==> src/design/mi3_pkg.sv <==
// ----------------------------------------------------------------------------
// mi3_pkg
// Shared types and constants of the 3x3 matrix inverse block: request and
// response structs, internal widths and the cofactor product tables.
// ----------------------------------------------------------------------------
package mi3_pkg;

   // element word and element count
   localparam int WORD_BITS = 32;
   localparam int NUM_ELEM  = 9;

   // internal widths: products, cofactors, determinant, cofactor magnitude
   localparam int PROD_BITS = 2 * WORD_BITS;
   localparam int COF_BITS  = 2 * WORD_BITS + 1;
   localparam int DET_BITS  = 3 * WORD_BITS + 3;
   localparam int MAG_BITS  = 2 * WORD_BITS;

   typedef logic signed [WORD_BITS-1:0] mi3_word_type;
   typedef logic [COF_BITS-1:0]         mi3_cof_type;
   typedef logic [MAG_BITS-1:0]         mi3_mag_type;
   typedef logic [DET_BITS-1:0]         mi3_dmag_type;

   typedef struct packed {
      mi3_word_type m_r0c0;
      mi3_word_type m_r0c1;
      mi3_word_type m_r0c2;
      mi3_word_type m_r1c0;
      mi3_word_type m_r1c1;
      mi3_word_type m_r1c2;
      mi3_word_type m_r2c0;
      mi3_word_type m_r2c1;
      mi3_word_type m_r2c2;
   } mi3_req_type;

   typedef struct packed {
      mi3_word_type inv_r0c0;
      mi3_word_type inv_r0c1;
      mi3_word_type inv_r0c2;
      mi3_word_type inv_r1c0;
      mi3_word_type inv_r1c1;
      mi3_word_type inv_r1c2;
      mi3_word_type inv_r2c0;
      mi3_word_type inv_r2c1;
      mi3_word_type inv_r2c2;
      mi3_word_type det_value;
      logic         is_singular;
      logic         saturated_flag;
   } mi3_rsp_type;

   // per-request information that rides beside the divider lanes
   typedef struct packed {
      logic                singular;
      logic                det_sat;
      logic [NUM_ELEM-1:0] neg;
      mi3_word_type        det_word;
   } mi3_side_type;

   // cofactor i = m[PROD_A[2i]]*m[PROD_B[2i]] - m[PROD_A[2i+1]]*m[PROD_B[2i+1]]
   localparam int PROD_A [2*NUM_ELEM] = '{4, 5, 2, 1, 1, 2, 5, 3, 0, 2, 2, 0, 3, 4, 1, 0, 0, 1};
   localparam int PROD_B [2*NUM_ELEM] = '{8, 7, 7, 8, 5, 4, 6, 8, 8, 6, 3, 5, 7, 6, 6, 7, 4, 3};

endpackage

==> src/design/mi3_merge.sv <==
// ----------------------------------------------------------------------------
// mi3_merge
// Combines the nine lane quotients: signs, saturation, singular override and
// flags, then the response register with a skid stage behind it.
// ----------------------------------------------------------------------------
module mi3_merge #(
   parameter int FRAC_BITS = 16
) (
   input  logic                                              clock,
   input  logic                                              reset,
   input  logic                                              emit,
   input  logic [mi3_pkg::NUM_ELEM-1:0][mi3_pkg::WORD_BITS-1:0] quot,
   input  logic [mi3_pkg::NUM_ELEM-1:0]                      ovf,
   input  mi3_pkg::mi3_side_type                             side,
   input  logic                                              rsp_stall,
   output logic                                              rsp_valid,
   output mi3_pkg::mi3_rsp_type                              rsp_data,
   output logic                                              skid_full
);
   import mi3_pkg::*;

   localparam logic         ONE_SAT  = (FRAC_BITS >= WORD_BITS - 1);
   localparam mi3_word_type MAX_WORD = {1'b0, {(WORD_BITS-1){1'b1}}};
   localparam mi3_word_type MIN_WORD = {1'b1, {(WORD_BITS-1){1'b0}}};
   localparam mi3_word_type ONE_WORD = ONE_SAT ? MAX_WORD : (WORD_BITS'(1) << FRAC_BITS);

   mi3_word_type [NUM_ELEM-1:0] inv;
   logic [NUM_ELEM-1:0]         sat;
   mi3_rsp_type                 rsp_in;
   mi3_rsp_type                 out_ff, skid_ff;
   logic                        out_valid_ff, skid_full_ff;
   logic                        take;

   // per-element sign and saturation, singular matrix gives identity
   always_comb begin
      for (int i = 0; i < NUM_ELEM; i++) begin
         if (side.singular) begin
            inv[i] = ((i % 4) == 0) ? ONE_WORD : '0;
            sat[i] = ((i % 4) == 0) ? ONE_SAT : 1'b0;
         end else if (!side.neg[i]) begin
            sat[i] = ovf[i] | quot[i][WORD_BITS-1];
            inv[i] = sat[i] ? MAX_WORD : quot[i];
         end else begin
            sat[i] = ovf[i] | (quot[i][WORD_BITS-1] & (quot[i][WORD_BITS-2:0] != '0));
            inv[i] = sat[i] ? MIN_WORD : -quot[i];
         end
      end
      rsp_in.inv_r0c0       = inv[0];
      rsp_in.inv_r0c1       = inv[1];
      rsp_in.inv_r0c2       = inv[2];
      rsp_in.inv_r1c0       = inv[3];
      rsp_in.inv_r1c1       = inv[4];
      rsp_in.inv_r1c2       = inv[5];
      rsp_in.inv_r2c0       = inv[6];
      rsp_in.inv_r2c1       = inv[7];
      rsp_in.inv_r2c2       = inv[8];
      rsp_in.det_value      = side.singular ? '0 : side.det_word;
      rsp_in.is_singular    = side.singular;
      rsp_in.saturated_flag = (|sat) | (side.det_sat & ~side.singular);
   end

   assign take = out_valid_ff & ~rsp_stall;

   // response register and skid control
   always_ff @(posedge clock) begin
      if (reset) begin
         out_valid_ff <= 1'b0;
         skid_full_ff <= 1'b0;
      end else if (!out_valid_ff || take) begin
         out_valid_ff <= skid_full_ff | emit;
         skid_full_ff <= 1'b0;
      end else if (emit) begin
         skid_full_ff <= 1'b1;
      end
   end

   // response payload
   always_ff @(posedge clock) begin
      if (!out_valid_ff || take) begin
         out_ff <= skid_full_ff ? skid_ff : rsp_in;
      end else if (emit) begin
         skid_ff <= rsp_in;
      end
   end

   assign rsp_valid = out_valid_ff;
   assign rsp_data  = out_ff;
   assign skid_full = skid_full_ff;

endmodule

==> config.mk <==
export PLATFORM = sky130hd
export DESIGN_NAME = mi3_merge
export DESIGN_NICKNAME = d
export VERILOG_FILES = /design/src/design/mi3_pkg.sv /design/src/design/mi3_merge.sv
export SDC_FILE = /design/constraint.sdc
export NUM_CORES = 1
export LEC_CHECK = 0
export BUFFER_PORTS_ARGS = -buffer_cell sky130_fd_sc_hd__buf_2
export CORE_AREA = 3 3 349 248
export DETAILED_ROUTE_END_ITERATION = 16
export DIE_AREA = 0 0 352 251
export GPL_ROUTABILITY_DRIVEN = 0
export PLACE_DENSITY = 0.7
export SYNTH_ARGS = -nofsm -noshare
export SYNTH_HDL_FRONTEND = slang
export SYNTH_SLANG_ARGS = --single-unit
==> constraint.sdc <==
create_clock -name clock -period 9.2 [get_ports clock]
set_input_delay 1.38 -clock clock [delete_from_list [all_inputs] [get_ports clock]]
set_output_delay 1.38 -clock clock [all_outputs]
set_load 0.02 [all_outputs]
# --- Word level (Yosys, flattened, before mapping) ---
# Index checks and enable logic that the tools add are counted.
word_totals:
  output_inout_bits: 324
  reg_bits: 646
  wordCells: 139
  in_bits: 344
  n_memories: 0
  ramBits: 0
  latchBits: 0
  mem_bits_ro: 0
op_classes:
  n_lt_le_gt_ge: 0
  reduce_logical: 14
  shift: 0
  multipliers: 0
  n_eq_ne: 0
  div_mod_pow: 0
  add_sub_neg: 9
  mux: 56
  bitwise_logic: 34
op_table:
  columns: ["operator", "n"]
  rows:
  - ["$mux W32", 37]
  - ["$mux W322", 1]
  - ["$neg A32 Y32", 9]
  - ["$reduce_bool A31 Y1", 9]
  - ["$or A1 B1 Y1", 20]
  - ["$mux W1", 18]
  - ["$and A1 B1 Y1", 11]
  - ["$reduce_or A9 Y1", 1]
  - ["$not A1 Y1", 3]
  - ["$reduce_and A2 Y1", 1]
  - ["$reduce_or A2 Y1", 1]
  - ["$logic_not A1 Y1", 1]
  - ["$logic_or A1 B1 Y1", 1]

# --- Logic depth before layout (Yosys ltp) ---
# Gate-level depths: netlist of run 1.
depth:
  depth_word: 8
  depth_mapped: 11
  ltp_nobuf: 8

# --- Worst setup path after synthesis of run 1 ---
# OpenSTA, ideal clock, no wires.
synth_timing:
  path_kind: "input to register"
  startpoint: "in rsp_stall"
  endpoint: "reg skid_ff[0] (netlist bit) (enable)"
  arrival_time_ps: 8748
  required_ps: 8472
  slack_ps: -277
  path_stages: 1
  setup_ps: 728
  path_cell_list: "and3_1"
synth_between:
  elab_chain_cells: 5
synth_lines:
  columns: ["item", "line_no", "source"]
  rows:
  - ["from (decl)", "mi3_merge.sv:15", "input logic rsp_stall,"]
  - ["$not A1 Y1", "mi3_merge.sv:62", "assign take = out_valid_ff & ~rsp_stall;"]
  - ["$and A1 B1 Y1", "mi3_merge.sv:62", null]
  - ["$logic_or A1 B1 Y1", "mi3_merge.sv:79", "if (!out_valid_ff || take) begin"]
  - ["$not A1 Y1 (no source line)", null, null]
  - ["$reduce_and A2 Y1 (no source line)", null, null]
  - ["to (signal assigned)", "mi3_merge.sv:82", "skid_ff <= rsp_in;"]
  - ["to (decl)", "mi3_merge.sv:30", "mi3_rsp_type out_ff, skid_ff;"]
# No other way between the ends.
# A chain may end at the register's enable or synchronous reset.

# --- Final worst setup path of run 1 ---
layout_timing:
  startpoint: "in side[32] (netlist bit)"
  endpoint: "reg out_ff (netlist bit rsp_data[0]) (data pin)"
layout_between:
  elab_chain_cells: 5
layout_lines:
  columns: ["item", "line_no", "source"]
  rows:
  - ["from (decl)", "mi3_merge.sv:14", "input mi3_pkg::mi3_side_type side,"]
  - ["$mux W1", "mi3_merge.sv:40", "end else if (!side.neg[i]) begin"]
  - ["$mux W1", "mi3_merge.sv:37", "if (side.singular) begin"]
  - ["$reduce_or A9 Y1", "mi3_merge.sv:59", "rsp_in.saturated_flag = (|sat) | (side.det_sat & ~side.singular);"]
  - ["$or A1 B1 Y1", "mi3_merge.sv:59", null]
  - ["$mux W322", "mi3_merge.sv:80", "out_ff <= skid_full_ff ? skid_ff : rsp_in;"]
  - ["to (signal assigned)", "mi3_merge.sv:80", null]
  - ["to (decl)", "mi3_merge.sv:30", null]
# No other way between the ends.

==> results.md, run 1 <==
- The reported max-cap violation count is 0.
- The critical path buffer and inverter count is 1.
- In this run the power density over the cells is roughly 190 mW/mm^2.
- The die is 352 um wide.
- The cell sitting at the root of the clock tree is a sky130_fd_sc_hd__clkbuf_16.
- Synthesis produced a netlist with a net count of 3209.
- In this run the static leakage power is ~15 nW.
- The count of cells in the finished layout, fillers not included, comes to 4658.
- After detailed routing, the number of vias per cell comes to 5.90.
- The critical path runs through a total of 7 cells.
- The iteration-0 DRC count of the detailed router is 2789.
- After clock tree synthesis, the clock-pin slew on the worst setup and hold paths is 0.06 ns.
- The clock net sink count is 646.
- The layout-stage area growth over the synthesis result is 20.2%.
- The met1 capacity usage during global routing is 0.323.
- The post-place setup slack is 3.40 ns.
- The number of nets in the layout is 3801.
- Setup total negative slack on the finished layout was measured at 0 ns.
- The average detailed-routed wire length per instance is 22.8 um.
- The floorplan step defined a die boundary enclosing 0.0884 sq mm.
- The total power is 7.44 mW.
- STA puts the critical path data arrival time at 5.68 ns.
- The initial antenna violation count is 35.
- Yosys instantiated no cell more often than sky130_fd_sc_hd__edfxtp_1.
- In this run the tightest slew margin relative to its limit is 0.0734.
- The number of synthesized flops with an enable pin is 644.
- The kind of critical path is input pin to flop.
- The clock passes through at most 3 buffers.
- Setup violations remaining at the end of the flow were counted as 0.
- The startpoint identified for the worst register-to-register timing path is rsp_valid$_SDFFE_PP0P_.
- The count of unique library cells instantiated by Yosys is 81.
- The end of the worst register-to-register path is skid_ff[197]$_DFFE_PP_.
- The core region is between 0.08 and 0.09 sq mm.
- The clock skew after layout is 0.0241 ns.
- For this run, the total global-route usage over all layers was measured as 0.228.
- Of all nets on the critical path, the largest fanout is 48.
- The first global-routing pass estimated around 160000 um of wire.
- The multi-input gate area in the final layout is ~0.013 sq mm.
- For this run, global-route usage on met2 was measured as 0.343.
- The number of buffers added by the clock tree synthesis step is 69.
- Walking the worst path, the cells encountered are buf_2 -> o21ba_2 -> or4_1 -> nor4_1 -> o211ai_1 -> nor4b_1 -> a31oi_1.
- The post-detailed-route count of antenna-violating nets is 0.
- Setup slack closes at 3.82 ns.
- The cell type with the highest aggregate area in the netlist is sky130_fd_sc_hd__edfxtp_1.
- Post-CTS timing repair inserted 0 buffers for setup.
- The wire length after detailed routing is roughly 110000 um.
- Grouping stages by cell kind, the critical path spends the most delay in simple AND/OR/NAND/NOR gates.
- The worst hold path class is flop to flop.
- The clock latency reported for the late side of the worst-skew pair is 0.61 ns.
- Summing over every cut layer, the via total after detailed routing is 27466.
- After synthesis, the mean cell area works out to 11.6 sq um.
- After global routing, the most crowded layer is met2.
- The final count of hold timing violations was 0.
- In this run the number of H-tree levels came out at 3.
- The register area share after synthesis is 0.584.
- STA puts the critical path data required time at 9.51 ns.
- After clock tree synthesis, the flow added hold-fix buffers numbering 0.
- The most critical setup path has its startpoint at side[32].
- The Yosys warning count is 0.
- The share of layout cells above drive strength 1 is 0.312.
- The worst ir drop on vdd is ~0.13 mV.
- Pin placement for this block handled 668 I/O pins.
- Port buffering added roughly 670 buffers.
- In the final layout, flip-flops and latches occupy 0.0194 sq mm.
- The worst reg2reg path depth is 3.
- The largest individual stage delay along the critical path comes from the cell sky130_fd_sc_hd__nor4b_1.
- The number of detailed-route iterations in the first pass is 6.
- The largest net degree at the start of global routing is 85.
- In this design, the stage delay of the slowest critical-path cell is around 1.2 ns.
- By count the netlist is led by 644 x sky130_fd_sc_hd__edfxtp_1, 272 x sky130_fd_sc_hd__nor2_1, 245 x sky130_fd_sc_hd__nand2_1.
- The synthesized netlist occupies a cell area of 0.0332 sq mm.
- The vertical die dimension is between 200 and 300 um.
- The number of remaining DRC errors is 0.
- In this run, post-CTS repair resized a total of 0 instances.
- The synthesized instance count is 2856.
- The final critical-path share of the clock period is 0.584.
- TritonCTS built the clock tree.
- The final max-slew violation count came to 0.
- The post-detailed-placement cell area is 0.0375 sq mm.
- Measured on the finished design, the core utilization comes to 0.477.
- The via count of the first global-routing pass is 25039.
- Final hold analysis gives a worst-case slack of just over 0.5 ns.
- After synthesis the netlist holds a flip-flop and latch count of 646.
- STA classifies the critical path startpoint as an input pin.
- The hold path depth is 2.
- The portion of synthesized cell area occupied by the leading cell type is 0.583.
- In this run, placement finished with an instance count of between 4000 and 5000.
- The total grt overflow is 0.
- The fraction of registers with async set or reset after synthesis is 0.
- The cell row count is between 80 and 90.
- The primary flip-flop cell chosen by synthesis mapping is sky130_fd_sc_hd__edfxtp_1.
- Derived from the worst setup path, the maximum achievable clock frequency is 186 MHz.
- The half-perimeter wire length of the detailed placement result is 75700 um.
- For this run, global-route usage on met3 was measured as 0.0677.
- The worst setup path is captured at a flop.
- The capturing element of the worst setup path is rsp_data[0]$_DFFE_PP_.
- The run finished with clean final reports.
- Setup repair after global routing left no endpoint under its margin.
- Sorting the synthesized cells by area gives the leading types as sky130_fd_sc_hd__edfxtp_1 58%, sky130_fd_sc_hd__mux2_2 6.9%, sky130_fd_sc_hd__nor2_1 3.1%, sky130_fd_sc_hd__nand2_1 2.8%, sky130_fd_sc_hd__a21oi_1 2.5%.
- The summed area of non-filler cells in the final layout is 0.0399 sq mm.
- The layout filler cell count is 7622.
- At the pin with the least slew margin, the transition time is 1.37 ns.
- The worst path in the final design needs a cycle of between 5 and 6 ns, including I/O delays and setup.
- The initial utilization of the core area, before any placement, comes to 0.397.
- In this run the register-to-register setup slack is 6.23 ns.
worst min path at each step:
stage | end | startpoint
after floorplan | rsp_data[116]$_DFFE_PP_ | skid_ff[116]$_DFFE_PP_
after global placement | rsp_data[253]$_DFFE_PP_ | skid_ff[253]$_DFFE_PP_
after detailed placement | rsp_data[58]$_DFFE_PP_ | skid_ff[58]$_DFFE_PP_
after CTS | rsp_data[255]$_DFFE_PP_ | skid_ff[255]$_DFFE_PP_
after global routing | rsp_data[234]$_DFFE_PP_ | skid_ff[234]$_DFFE_PP_
final | rsp_data[79]$_DFFE_PP_ | skid_ff[79]$_DFFE_PP_
cells by family (layout without fill, tap and decap cells):
group / after synthesis / in the layout / synth area share
xor gates and xnor gates: 6 / 6 / 0.00158
buffers and inverters: 227 / 870 / 0.0265
AOI/OAI and AO/OA: 706 / 706 / 0.155
and+or+nand+nor: 1048 / 1048 / 0.158
DFF: 646 / 646 / 0.584
other: 0 / 22 / 0
adders and majority gates: 9 / 9 / 0.00339
muxes: 214 / 214 / 0.0723
area by class of cell:
class                   count  area share
flip-flops and latches    646       0.486
well taps                1137      0.0357
repair buffers            697      0.0894
inverters                  51     0.00499
diodes                     22     0.00138
multi-input cells        1983       0.325
clock buffers              82      0.0450
clock inverters            40      0.0129
power by group:
| part | switching, mW | leakage (nW) | total [mW] | internal, mW |
|---|---|---|---|---|
| logic | 0.709 | 7.12 | 1.04 | 0.333 |
| clock network | 1.21 | 1.12 | 2.88 | 1.67 |
| registers | 0.0607 | 6.55 | 3.52 | 3.46 |
sequential cells by signal (all words and copies together), names as in the netlist:
register and flops:
rsp_data 322, rsp_valid 1, skid_full 1, skid_ff 322
worst reg2reg max path, stage by stage, from the launching register on:
cell and delay [ns]:
sky130_fd_sc_hd__dfxtp_1 0.39, sky130_fd_sc_hd__and3_4 0.49, sky130_fd_sc_hd__buf_4 0.65, sky130_fd_sc_hd__buf_4 0.99
placed cells by master, fill, tap and decap left out, types with 12 or more instances in the layout:
master,count
sky130_fd_sc_hd__a211oi_1,53
sky130_fd_sc_hd__a211oi_2,23
sky130_fd_sc_hd__a21oi_1,166
sky130_fd_sc_hd__a311oi_1,68
sky130_fd_sc_hd__a31oi_1,29
sky130_fd_sc_hd__and3_1,15
sky130_fd_sc_hd__buf_2,666
sky130_fd_sc_hd__buf_4,31
sky130_fd_sc_hd__clkbuf_1,12
sky130_fd_sc_hd__clkbuf_16,70
sky130_fd_sc_hd__diode_2,22
sky130_fd_sc_hd__edfxtp_1,644
sky130_fd_sc_hd__inv_1,48
sky130_fd_sc_hd__mux2_2,202
sky130_fd_sc_hd__nand2_1,244
sky130_fd_sc_hd__nand3_1,62
sky130_fd_sc_hd__nand3b_1,14
sky130_fd_sc_hd__nand4_1,37
sky130_fd_sc_hd__nor2_1,272
sky130_fd_sc_hd__nor2b_1,37
sky130_fd_sc_hd__nor3_1,144
sky130_fd_sc_hd__nor4_1,47
sky130_fd_sc_hd__o21a_1,13
sky130_fd_sc_hd__o21ai_0,52
sky130_fd_sc_hd__o22ai_1,52
sky130_fd_sc_hd__o311ai_0,13
sky130_fd_sc_hd__o31ai_1,90
sky130_fd_sc_hd__o41ai_1,38
sky130_fd_sc_hd__or2_2,17
sky130_fd_sc_hd__or3_1,49
sky130_fd_sc_hd__or4_1,45
routing by layer:
| layer | wire (um) | up-vias |
|---|---|---|
| met5 | 115 | - |
| met4 | 2780 | 18 |
| met3 | 11100 | 187 |
| met2 | 46900 | 1303 |
| met1 | 45400 | 13440 |
| li1 | - | 12518 |
(Power assumes the default switching activity.)
==> run 2: changes to the inputs <==
PLACE_DENSITY = 0.68   (was 0.7)
clock period = 5.5 ns   (was 9.2 ns; I/O delays follow)
==> run 2 against run 1 <==
Largest power group unchanged. Sequential share of layout area barely moved. Sequential power rose by 67%. Routed wire length barely moved. Global-route usage rose by 0.15 points. Clock skew rose by 0.013 ns. Critical path depth did not move.
==> results.md, run 2 (synthesis gave the netlist of run 1 again) <==
- The critical path buffer and inverter count is 1.
- In the global route stage, met2 resource usage came out at 0.348.
- The area growth from synthesis to layout is 20.3%.
- The worst register-to-register path has a setup slack of 2.87 ns.
- The end of the worst register-to-register path is rsp_data[293]$_DFFE_PP_.
- Based on the critical path, the design can be clocked at up to 232 MHz.
- For this run, the post-layout net count is about 3800.
- The die width is 352 um.
- The reported max-cap violation count is 0.
- The met1 capacity usage during global routing is 0.326.
- In this run, the number of DRC markers left after iteration 0 of detailed routing was between 2000 and 3000.
- For the worst setup path, the data arrival time is 4.62 ns.
- The type of element launching the critical path is an input pin.
- In the global route stage, overall resource usage came out at 0.230.
- The worst ir drop on vdd is 0.234 mV.
- The total grt overflow is 0.
- The final max-slew violation count is 0.
- Once detailed placement completed, the half-perimeter wirelength came to 75400 um.
- The number of buffers added by the clock tree synthesis step is 68.
- The worst hold path class is input pin to flop.
- The clock drives 646 sinks.
- The shortest period the worst path allows is 4.31 ns.
- The met3 capacity usage during global routing is 0.0566.
- The signal on the critical path passes through buf_2 -> o21ba_2 -> or4_1 -> nor4_1 -> o211ai_1 -> nor4b_1 -> a31oi_1.
- For the final database, setup skew stands at 0.0367 ns.
- The H-tree depth reported by CTS is 3.
- The critical path in this run is classified as input pin to flop.
- The final count of hold timing violations is 0.
- The run finished with clean final reports.
- The floorplan step defined a core boundary enclosing 0.0836 sq mm.
- The required time reported for the critical path endpoint is slightly below 6 ns.
- The startpoint of the most critical register-to-register path is skid_full$_SDFFE_PP0P_.
- Of the available clock period, the critical path in the final layout requires 0.784.
- The leading cell type in the layout, fill and taps excluded is sky130_fd_sc_hd__buf_2.
- The final standard cell utilization of the core is 0.478.
- The design draws 12.4 mW.
- Counting cells, the worst reg-to-reg path comes to 3.
- Entering global routing, the biggest net connects 133 pins.
- The global routing's busiest layer is met2.
- The average detailed-routed wire length per instance is 22.8 um.
- The number of I/O port buffers is 667.
- The clock latency reported for the late side of the worst-skew pair is slightly above 0.6 ns.
- For the pin with the worst max-slew slack, the measured transition is 1.36 ns.
- The kind of end point of the critical path is a flop.
- The finished layout holds 4659 standard cells, fillers aside.
- The post-detailed-placement cell area is 0.0376 sq mm.
- The total number of cells along the worst setup path is 7.
- The pre-antenna-repair detailed-routing pass consisted of 5 iterations.
- Dividing the detail-routed via count by the number of cells gives 5.82.
- The worst-case hold slack is 0.381 ns.
- The summed area of non-filler cells in the final layout is 0.0399 sq mm.
- OpenSTA, run right after detailed placement, puts the worst setup slack at ~0.6 ns.
- The footprint of the flip-flops and latches is 0.0194 sq mm.
- Gates resized during post-CTS repair numbered 0.
- The capturing element of the worst setup path is rsp_data[0]$_DFFE_PP_.
- The slowest stage cell on the critical path is sky130_fd_sc_hd__nor4b_1.
- The stage delay of the slowest cell on the critical path is about 0.84 ns.
- The post-placement cell count is 4512.
- The first-pass GRT wire length is 159000 um.
- The maximum buffer depth of the clock tree is 3.
- Across all setup checks in the final design, the least slack found is 1.19 ns.
- The multi-input combinational cells in the finished layout cover a total of 0.0130 sq mm.
- Setup repair after global routing left no endpoint under its margin.
- In this run the static leakage power is between 10 and 15 nW.
- The total via count after detailed routing is roughly 27000.
- In the final timing run, aggregate negative setup slack is 0 ns.
- The relative slew slack is 0.0860.
- After detailed routing, the number of remaining DRC violations is 0.
- The vertical die dimension is 251 um.
- The initial antenna violation count was 33.
- The beginning of the critical path is side[40].
- Hold repair after CTS inserted 0 buffers.
- Grouping stages by cell kind, the critical path spends the most delay in simple AND/OR/NAND/NOR gates.
- The count of endpoints failing setup in the final report is 0.
- In this run the count of I/O pins placed on the die edge is approximately 670.
- Dividing total power by cell area gives a power density of between 300 and 400 mW/mm^2.
- The via count of the first global-routing pass is 24902.
- The number of buffers inserted by post-CTS setup repair is 0.
- After clock tree synthesis, the clock-pin slew on the worst setup and hold paths is approximately 0.060 ns.
- The TritonCTS clock tree is built.
- Leaving out fill and tap cells, the most frequent cells in the layout are 666 x sky130_fd_sc_hd__buf_2, 644 x sky130_fd_sc_hd__edfxtp_1, 272 x sky130_fd_sc_hd__nor2_1, 244 x sky130_fd_sc_hd__nand2_1, 202 x sky130_fd_sc_hd__mux2_2.
- The tree is rooted in a sky130_fd_sc_hd__clkbuf_16.
- The post-detailed-route count of antenna-violating nets is 0.
- The layout filler cell count is about 7600.
- In this run the worst path has a maximum fanout of 56.
- The routed design has 106000 um of wire.
- The share of layout cells above drive strength 1 is 0.312.
- The initial standard-cell utilization of the core is 0.397.
- The area of the die is 0.0884 sq mm.
- The initialized floorplan defines 89 standard-cell rows.
## run 2: cell types whose count changed in the layout (fill, tap and decap cells not counted), sizes merged
| cell | change |
|---|---|
| clkbuf | -5 |
| clkinvlp | -1 |
| diode | +2 |
| buf | -2 |
| bufinv | -1 |
| clkinv | +7 |
| inv | +1 |
## run 2: worst min path at each step
stage / startpoint / end / slack, ns / cells past startpoint
2_1_floorplan: skid_ff[116]$_DFFE_PP_ / rsp_data[116]$_DFFE_PP_ / 0.49 / 2
3_3_place_gp: skid_ff[287]$_DFFE_PP_ / rsp_data[287]$_DFFE_PP_ / 0.50 / 2
3_5_place_dp: skid_ff[96]$_DFFE_PP_ / rsp_data[96]$_DFFE_PP_ / 0.51 / 2
4_1_cts: reset / rsp_valid$_SDFFE_PP0P_ / 0.33 / 2
5_1_grt: reset / rsp_valid$_SDFFE_PP0P_ / 0.36 / 2
6_report: reset / rsp_valid$_SDFFE_PP0P_ / 0.38 / 2
## run 2: cell type report
| type | instances | area share |
|---|---|---|
| diodes | 24 | 0.00150 |
| clock buffers | 77 | 0.0440 |
| clock inverters | 46 | 0.0127 |
| inverters | 51 | 0.00498 |
| multi-input cells | 1983 | 0.325 |
| flip-flops and latches | 646 | 0.485 |
| well taps | 1137 | 0.0356 |
| repair buffers | 695 | 0.0908 |
## run 2: power by group
part           total, mW  internal (mW)  switching (mW)
logic               1.74          0.561            1.17
registers           5.89           5.78           0.109
clock network       4.75           2.71            2.04
total               12.4           9.05            3.32
## run 2: layer usage
metal	vias to the layer above	wire length (um)
li1	12521	-
met1	13173	46600
met2	1201	47300
met3	198	9180
met4	16	3150
met5	-	106
## run 2: worst reg2reg max path: stages, from the launching register on
cell,delay (ns)
sky130_fd_sc_hd__dfxtp_4,0.55
sky130_fd_sc_hd__buf_4,0.69
sky130_fd_sc_hd__buf_4,0.78
sky130_fd_sc_hd__o31ai_1,0.31
